===== config.mk =====
export PLATFORM = sky130hd
export DESIGN_NAME = hamming_pivot_range_index
export DESIGN_NICKNAME = d
export VERILOG_FILES = /design/src/rtl/hpri_pkg.sv /design/src/rtl/hpri_front.sv /design/src/rtl/hpri_back.sv /design/src/rtl/hamming_pivot_range_index.sv
export SDC_FILE = /design/constraint.sdc
export NUM_CORES = 2
export LEC_CHECK = 0
export ABC_AREA = 0
export BUFFER_PORTS_ARGS = -buffer_cell sky130_fd_sc_hd__buf_2
export CORE_MARGIN = 4
export CORE_UTILIZATION = 55
export CTS_BUF_LIST = sky130_fd_sc_hd__clkbuf_2 sky130_fd_sc_hd__clkbuf_4 sky130_fd_sc_hd__clkbuf_8
export DETAILED_ROUTE_END_ITERATION = 8
export PLACE_DENSITY = 0.74
export SLEW_MARGIN = 40
export SYNTH_ARGS = -nofsm -noshare
export SYNTH_HDL_FRONTEND = slang
export SYNTH_SLANG_ARGS = --single-unit
export TNS_END_PERCENT = 20

===== constraint.sdc =====
create_clock -name aclk -period 7.6 [get_ports aclk]
set_input_delay 1.14 -clock aclk [delete_from_list [all_inputs] [get_ports aclk]]
set_output_delay 1.14 -clock aclk [all_outputs]
set_load 0.005 [all_outputs]

===== src/rtl/hpri_pkg.sv =====
// ----------------------------------------------------------------------------
// hpri_pkg
// Shared types and constants of the Hamming pivot range index.
// ----------------------------------------------------------------------------
package hpri_pkg;

    localparam int MAX_ENTRIES = 32;
    localparam int SEQ_BYTES   = 8;
    localparam int IDX_W       = $clog2(MAX_ENTRIES);
    localparam int CNT_W       = $clog2(MAX_ENTRIES + 1);
    localparam int SEQ_W       = 8 * SEQ_BYTES;
    localparam int QDEPTH      = 2;

    typedef enum logic [1:0] {
        OP_INSERT = 2'd0,
        OP_QUERY  = 2'd1,
        OP_CLEAR  = 2'd2,
        OP_NOP    = 2'd3
    } op_t;

    typedef enum logic [1:0] {
        KIND_ACK   = 2'd0,
        KIND_MATCH = 2'd1,
        KIND_END   = 2'd2
    } kind_t;

    localparam logic [1:0] REG_ORIGIN = 2'd0;
    localparam logic [1:0] REG_LENGTH = 2'd1;
    localparam logic [1:0] REG_MAXD   = 2'd2;

    typedef enum logic [2:0] {
        ST_IDLE,
        ST_FIND,
        ST_SHIFT,
        ST_SCAN,
        ST_CHECK,
        ST_END,
        ST_ACK
    } state_t;

    // classified item handed from the front end to the back end
    typedef struct packed {
        op_t              op;
        logic [SEQ_W-1:0] seq;
        logic [3:0]       odist;
    } job_t;

    function automatic logic [3:0] hamming(input logic [SEQ_W-1:0] a,
                                           input logic [SEQ_W-1:0] b,
                                           input logic [3:0] len);
        logic [3:0] l;
        logic [3:0] d;
        l = len;
        d = '0;
        if (l == 4'd0) l = 4'd1;
        if (l > 4'(SEQ_BYTES)) l = 4'(SEQ_BYTES);
        for (int i = 0; i < SEQ_BYTES; i++) begin
            if (4'(i) < l && a[8*i +: 8] != b[8*i +: 8]) d = d + 4'd1;
        end
        return d;
    endfunction

endpackage


===== src/rtl/hpri_front.sv =====
// ----------------------------------------------------------------------------
// hpri_front
// Accepts items, computes their origin distance and queues them.
// ----------------------------------------------------------------------------
module hpri_front (
    input  logic                   aclk,
    input  logic                   aresetn,
    input  logic [1:0]             s_operation,
    input  logic [hpri_pkg::SEQ_W-1:0] s_sequence_bytes,
    input  logic                   s_valid,
    output logic                   s_ready,
    input  logic [hpri_pkg::SEQ_W-1:0] origin,
    input  logic [3:0]             seq_len,
    output hpri_pkg::job_t         job,
    output logic                   job_valid,
    input  logic                   job_ready
);
    import hpri_pkg::*;

    job_t       q_reg [QDEPTH];
    logic       wp_reg, rp_reg;
    logic [1:0] cnt_reg;
    logic       push, pop;

    assign s_ready   = (cnt_reg != 2'(QDEPTH));
    assign job_valid = (cnt_reg != 2'd0);
    assign job       = q_reg[rp_reg];
    assign push      = s_valid && s_ready;
    assign pop       = job_valid && job_ready;

    always_ff @(posedge aclk) begin
        if (push) begin
            q_reg[wp_reg].op    <= op_t'(s_operation);
            q_reg[wp_reg].seq   <= s_sequence_bytes;
            q_reg[wp_reg].odist <= hamming(origin, s_sequence_bytes, seq_len);
        end
    end

    always_ff @(posedge aclk) begin
        if (!aresetn) begin
            wp_reg  <= 1'b0;
            rp_reg  <= 1'b0;
            cnt_reg <= 2'd0;
        end else begin
            if (push) wp_reg <= ~wp_reg;
            if (pop) rp_reg <= ~rp_reg;
            cnt_reg <= cnt_reg + 2'(push) - 2'(pop);
        end
    end
endmodule


===== src/rtl/hpri_back.sv =====
// ----------------------------------------------------------------------------
// hpri_back
// Sorted table, insert by shifting and query by scanning, one entry at a time.
// ----------------------------------------------------------------------------
module hpri_back (
    input  logic                   aclk,
    input  logic                   aresetn,
    input  hpri_pkg::job_t         job,
    input  logic                   job_valid,
    output logic                   job_ready,
    input  logic [3:0]             seq_len,
    input  logic [3:0]             match_limit,
    output logic [1:0]             m_kind,
    output logic                   m_status,
    output logic [4:0]             m_entry_index,
    output logic [3:0]             m_distance,
    output logic [5:0]             m_match_count,
    output logic                   m_last,
    output logic                   m_valid,
    input  logic                   m_ready
);
    import hpri_pkg::*;

    logic [SEQ_W-1:0] ent_mem [MAX_ENTRIES];
    logic [3:0]       od_mem  [MAX_ENTRIES];
    logic [4:0]       num_mem [MAX_ENTRIES];

    state_t state_reg, state_next;
    job_t   cur_reg;
    logic [CNT_W-1:0] count_reg, ptr_reg, ptr_next, k_reg;
    logic [SEQ_W-1:0] rd_ent_reg;
    logic [3:0]       rd_od_reg;
    logic [4:0]       rd_num_reg;
    logic             status_reg;
    logic [IDX_W-1:0] rd_addr;
    logic             out_free, emit, emit_match;
    logic [3:0]       diff, mdist;
    logic             hit;

    assign out_free  = !m_valid || m_ready;
    assign job_ready = (state_reg == ST_IDLE);

    // one read port: registered read of ptr-1 (find/shift) or ptr (scan)
    always_comb begin
        if (state_next == ST_FIND || state_next == ST_SHIFT)
            rd_addr = IDX_W'(ptr_next - CNT_W'(1));
        else
            rd_addr = IDX_W'(ptr_next);
    end

    always_ff @(posedge aclk) begin
        rd_ent_reg <= ent_mem[rd_addr];
        rd_od_reg  <= od_mem[rd_addr];
        rd_num_reg <= num_mem[rd_addr];
    end

    always_comb begin
        diff  = (rd_od_reg > cur_reg.odist) ? rd_od_reg - cur_reg.odist
                                            : cur_reg.odist - rd_od_reg;
        mdist = hamming(rd_ent_reg, cur_reg.seq, seq_len);
        hit   = (diff <= match_limit) && (mdist <= match_limit);
    end

    always_comb begin
        state_next = state_reg;
        ptr_next   = ptr_reg;
        case (state_reg)
            ST_IDLE: if (job_valid) begin
                case (job.op)
                    OP_INSERT: begin
                        ptr_next = count_reg;
                        if (count_reg >= CNT_W'(MAX_ENTRIES)) state_next = ST_ACK;
                        else if (count_reg == '0) state_next = ST_SHIFT;
                        else state_next = ST_FIND;
                    end
                    OP_QUERY: begin
                        ptr_next   = '0;
                        state_next = (count_reg == '0) ? ST_END : ST_SCAN;
                    end
                    default: state_next = ST_ACK;
                endcase
            end
            ST_FIND: begin
                // read of ptr-1 is ready: shift it up or place here
                if (rd_od_reg > cur_reg.odist) begin
                    ptr_next   = ptr_reg - CNT_W'(1);
                    state_next = (ptr_next == '0) ? ST_SHIFT : ST_FIND;
                end else begin
                    state_next = ST_SHIFT;
                end
            end
            ST_SHIFT: state_next = ST_ACK;
            ST_SCAN:  state_next = ST_CHECK;
            ST_CHECK: if (!(hit && !out_free)) begin
                ptr_next   = ptr_reg + CNT_W'(1);
                state_next = (ptr_next == count_reg) ? ST_END : ST_SCAN;
            end
            ST_END: if (out_free) state_next = ST_IDLE;
            ST_ACK: if (out_free) state_next = ST_IDLE;
            default: state_next = ST_IDLE;
        endcase
    end

    assign emit_match = (state_reg == ST_CHECK) && hit && out_free;
    assign emit = emit_match ||
                  ((state_reg == ST_END || state_reg == ST_ACK) && out_free);

    // shift happens in FIND while moving down; placement in SHIFT
    always_ff @(posedge aclk) begin
        if (state_reg == ST_FIND && rd_od_reg > cur_reg.odist) begin
            ent_mem[IDX_W'(ptr_reg)] <= rd_ent_reg;
            od_mem[IDX_W'(ptr_reg)]  <= rd_od_reg;
            num_mem[IDX_W'(ptr_reg)] <= rd_num_reg;
        end else if (state_reg == ST_SHIFT) begin
            ent_mem[IDX_W'(ptr_reg)] <= cur_reg.seq;
            od_mem[IDX_W'(ptr_reg)]  <= cur_reg.odist;
            num_mem[IDX_W'(ptr_reg)] <= 5'(count_reg);
        end
    end

    always_ff @(posedge aclk) begin
        if (state_reg == ST_IDLE && job_valid) cur_reg <= job;
        if (emit) begin
            m_kind        <= emit_match ? KIND_MATCH :
                             (state_reg == ST_END ? KIND_END : KIND_ACK);
            m_status      <= (state_reg == ST_ACK) && status_reg;
            m_entry_index <= emit_match ? rd_num_reg : 5'd0;
            m_distance    <= emit_match ? mdist : 4'd0;
            m_match_count <= (state_reg == ST_END) ? 6'(k_reg) : 6'd0;
            m_last        <= !emit_match;
        end
    end

    always_ff @(posedge aclk) begin
        if (!aresetn) begin
            state_reg  <= ST_IDLE;
            ptr_reg    <= '0;
            count_reg  <= '0;
            k_reg      <= '0;
            status_reg <= 1'b0;
            m_valid    <= 1'b0;
        end else begin
            state_reg <= state_next;
            ptr_reg   <= ptr_next;
            if (emit) m_valid <= 1'b1;
            else if (m_ready) m_valid <= 1'b0;
            if (state_reg == ST_IDLE && job_valid) begin
                k_reg      <= '0;
                status_reg <= (job.op == OP_INSERT) &&
                              (count_reg >= CNT_W'(MAX_ENTRIES));
                if (job.op == OP_CLEAR) count_reg <= '0;
            end
            if (state_reg == ST_SHIFT) count_reg <= count_reg + CNT_W'(1);
            if (emit_match) k_reg <= k_reg + CNT_W'(1);
        end
    end
endmodule


===== src/rtl/hamming_pivot_range_index.sv =====
// ----------------------------------------------------------------------------
// hamming_pivot_range_index
// Table of byte sequences sorted by distance to an origin, with range query.
// ----------------------------------------------------------------------------
// Input channel s_*: operation 0 inserts, 1 queries, 2 clears the table.
// Output channel m_*: one acknowledge per insert, clear or other operation
// (status 1 when an insert finds the table full), or per query the matches in
// table order and then a count transaction with m_last set.
// The front end computes the origin distance on acceptance and holds up to
// two transactions in a queue; the back end works one item at a time over
// a table with one read port.
// Insert walks down from the end of the table, moving each larger entry up,
// then places the item and acknowledges; a full table acknowledges unchanged.
// Query reads and checks each stored entry in turn, then sends the count.
// Clear and other operations acknowledge directly.
// Reset empties the table; registers return to origin 0, length 8, max 0.
// A stalled receiver holds the back end on the pending result while the
// front queue keeps accepting until full.
// Registers: 0 origin (64 bit), 1 length, 2 max distance, at 8*i.
// ----------------------------------------------------------------------------
module hamming_pivot_range_index (
    input  logic        aclk,
    input  logic        aresetn,
    input  logic        psel,
    input  logic        penable,
    input  logic        pwrite,
    input  logic [4:0]  paddr,
    input  logic [63:0] pwdata,
    output logic [63:0] prdata,
    output logic        pready,
    input  logic [1:0]  s_operation,
    input  logic [63:0] s_sequence_bytes,
    input  logic        s_valid,
    output logic        s_ready,
    output logic [1:0]  m_kind,
    output logic        m_status,
    output logic [4:0]  m_entry_index,
    output logic [3:0]  m_distance,
    output logic [5:0]  m_match_count,
    output logic        m_last,
    output logic        m_valid,
    input  logic        m_ready
);
    import hpri_pkg::*;

    logic [63:0] origin_reg;
    logic [3:0]  len_reg, maxd_reg;
    job_t        job;
    logic        job_valid, job_ready;
    logic [1:0]  reg_sel;

    assign pready  = 1'b1;
    assign reg_sel = paddr[4:3];

    always_comb begin
        case (reg_sel)
            REG_ORIGIN: prdata = origin_reg;
            REG_LENGTH: prdata = {60'd0, len_reg};
            REG_MAXD:   prdata = {60'd0, maxd_reg};
            default:    prdata = 64'd0;
        endcase
    end

    always_ff @(posedge aclk) begin
        if (!aresetn) begin
            origin_reg <= '0;
            len_reg    <= 4'd8;
            maxd_reg   <= 4'd0;
        end else if (psel && penable && pwrite) begin
            case (reg_sel)
                REG_ORIGIN: origin_reg <= pwdata;
                REG_LENGTH: len_reg    <= pwdata[3:0];
                REG_MAXD:   maxd_reg   <= pwdata[3:0];
                default:    ;
            endcase
        end
    end

    hpri_front u_front (
        .aclk, .aresetn, .s_operation, .s_sequence_bytes, .s_valid, .s_ready,
        .origin(origin_reg), .seq_len(len_reg),
        .job, .job_valid, .job_ready
    );

    hpri_back u_back (
        .aclk, .aresetn, .job, .job_valid, .job_ready,
        .seq_len(len_reg), .match_limit(maxd_reg),
        .m_kind, .m_status, .m_entry_index, .m_distance, .m_match_count,
        .m_last, .m_valid, .m_ready
    );
endmodule


==> impl_metrics.env <==
export IMPL_outcome="finished, violations left"
export IMPL_violations="setup timing"
export IMPL_synth_area_um2=108000
export IMPL_dr_first_iter_drc_count=8620
export IMPL_end_kind="flip-flop"
export IMPL_vias=62056
export IMPL_critical_path_class="flip-flop to flip-flop"
export IMPL_largest_reg_flops=2048
export IMPL_layout_nets=6881
export IMPL_crit_fanout=7
export IMPL_slew_violations=0
export IMPL_cp_arrival_ns=9.30
export IMPL_syn_to_final_growth_pct=18.2
export IMPL_dieHeight_um=451
export IMPL_max_stage_delay_ns=0.39
export IMPL_path_common_cell="ha_4"
export IMPL_htree_num_levels=5
export IMPL_clock_sinks=2736
export IMPL_hold_path_class="primary input to flip-flop"
export IMPL_synth_area_per_cell_um2=18.5
export IMPL_max_cap_violations=0
export IMPL_seqCellArea_um2=80400
export IMPL_numCtsBuffers=424
export IMPL_worst_slack_ns=-0.780
export IMPL_fin_crit_sh=1.10
export IMPL_ys_seq_area_frac=0.745
export IMPL_layout_commonest_cell="edfxtp_1"
export IMPL_setup_viol=73
export IMPL_fin_cells=9668
export IMPL_drt_pass1_iter_count=8
export IMPL_fin_worst_skew_ns=0.0851
export IMPL_cts_tree="built"
export IMPL_first_global_vias=61493
export IMPL_avgRoutedWirePerCell_um=31.3
export IMPL_clock_path_buffers=4
export IMPL_drive_gt1_frac=0.340
export IMPL_num_fill_cells=12536
export IMPL_grt_max_degree=101
export IMPL_die_x_um=451
export IMPL_portBuffers=223
export IMPL_multi_input_area_um2=27200
export IMPL_ys_warn_count=0
export IMPL_fmaxAchievable_ghz=0.119
export IMPL_via_per_inst=6.42
export IMPL_grt_usage=0.294
export IMPL_clk_pin_slew_ns=0.06
export IMPL_ys_flop_type="edfxtp_1"
export IMPL_hold_buffers=0
export IMPL_place_hpwl_um=159000
export IMPL_antenna_found_initial=5
export IMPL_place_gp_congestion=0.901
export IMPL_coreArea_um2=195000
export IMPL_relSlewSlack=0.390
export IMPL_final_hold_viol_count=0
export IMPL_rsz0062_at_grt="true"
export IMPL_synth_edf_count=2563
export IMPL_root_buffer="clkbuf_8"
export IMPL_worstPathRequired_ns=8.52
export IMPL_dp_cells=8816
export IMPL_pin_count=228
export IMPL_finalSetupTns_ns=-43.09
export IMPL_initial_utilization=0.553
export IMPL_grt_pass1_wl_um=429000
export IMPL_syn_nets=6009
export IMPL_dieArea_um2=203000
export IMPL_worst_pin_slew_ns=0.915
export IMPL_mostFrequentLayoutCells="edfxtp_1, nand2_1, mux4_2, clkbuf_8, buf_4"
export IMPL_async_flop_share=0
export IMPL_wirelength_um=303000
export IMPL_synth_distinct_cells=82
export IMPL_drc=0
export IMPL_antenna_left=0
export IMPL_synth_seq_cells=2736
export IMPL_row_count=162
export IMPL_worst_path_max_delay_cell="edfxtp_1"
export IMPL_fin_crit_ns=8.38
export IMPL_synth_cells=5822
export IMPL_insertion_delay_ns=1.10
export IMPL_finalHoldWorstSlack_ns=0.293
export IMPL_grt_overflow_total=0
export IMPL_cp_start_kind="flip-flop"
synthesized netlist by cell type, types with 5 or more instances:
master,number,area [um2]
mux2i_1,106,1060
a22oi_1,17,128
o22ai_1,68,425
buf_1,7,26.3
and3_1,13,81.3
a2111oi_2,55,826
nand2_1,712,2670
ha_1,43,538
nor3_1,18,90.1
dfxtp_1,173,3460
a311oi_1,12,105
nor3b_1,8,60.1
inv_1,45,169
nand4_1,49,307
a31o_2,6,52.6
o211ai_1,15,113
mux4_2,506,11400
buf_6,29,327
nand3_1,78,390
a32o_1,56,561
or2_2,7,43.8
clkbuf_1,165,619
edfxtp_1,2563,77000
nor2_1,192,721
or3_1,7,43.8
nand2b_1,5,31.3
a31oi_1,16,100
a21o_1,6,45.0
nor4_1,24,150
buf_2,87,435
o2111ai_1,12,105
nor2b_1,17,106
a221o_1,9,90.1
xor2_1,127,1110
and2_1,90,563
buf_4,23,173
mux2_2,95,1070
a32oi_1,31,272
xnor2_1,56,490
o21ai_0,55,275
a211oi_1,13,97.6
a21boi_0,78,586
a21oi_1,55,275
o221ai_1,9,78.8
worst max-delay path: cells and delay by family (launching register included):
family,cells,cell delay [ns]
adders and majority gates,7,1.65
AOI/OAI and AO/OA,9,1.72
buffers and inverters,13,1.83
xor gates and xnor gates,6,1.09
and+or+nand+nor,7,1.07
DFF,1,0.39
muxes,2,0.47
layer usage:
layer / up-vias / track usage / wire length (um)
li1: 25081 / - / -
met3: 880 / 0.0623 / 34800
met2: 4263 / 0.454 / 142000
met4: 2 / 0.156 / 18500
met5: - / 0 / 11
met1: 31830 / 0.397 / 107000
cells by family after synthesis:
family | share of synthesized area
DFF | 0.745
and+or+nand+nor | 0.0507
muxes | 0.125
AOI/OAI and AO/OA | 0.0412
buffers and inverters | 0.0162
xor gates and xnor gates | 0.0156
adders and majority gates | 0.00536
other | 0.0000348
what timing repair did:
action | in CTS | in global routing
setup endpoints to repair | 73 | 73
pin swaps | 60 | 53
gates resized for setup | 144 | 93
buffers inserted | 46 | 17
cloned | 18 | 3
metrics by stage:
stage	utilization	instance area, um2	setup WS, ns
after global placement	0.596	116000	-0.931
after floorplan	-	108000	0.000279
after detailed placement	0.597	116000	-0.979
after CTS	0.650	127000	-0.536
after global routing	0.654	128000	-0.969
final	0.654	128000	-0.780
worst paths after layout:
path                               endpoint  slack, ns  cells past startpoint                        start
max           u_back.rd_ent_reg[45]$_DFF_P_      -0.78                     44  u_back.cur_reg[5]$_DFFE_PP_
min reg2reg      origin_reg[7]$_SDFFE_PN0P_       0.49                      2   origin_reg[7]$_SDFFE_PN0P_
max reg2reg   u_back.rd_ent_reg[45]$_DFF_P_      -0.78                     44  u_back.cur_reg[5]$_DFFE_PP_
min          u_front.q_reg[1][68]$_DFFE_PP_       0.29                      1               s_operation[0]
area by class of cell:
cell class / instances / area share
timing repair buffer: 757 / 0.0611
antenna: 9 / 0.000177
clock buffer: 636 / 0.0603
multi-input combinational: 2730 / 0.213
tap: 2624 / 0.0257
inverter: 45 / 0.00137
sequential: 2736 / 0.631
clock inverter: 131 / 0.00767
Power is not shown: default switching activity piles up to over one toggle a cycle in this logic, so the estimate is an artifact.
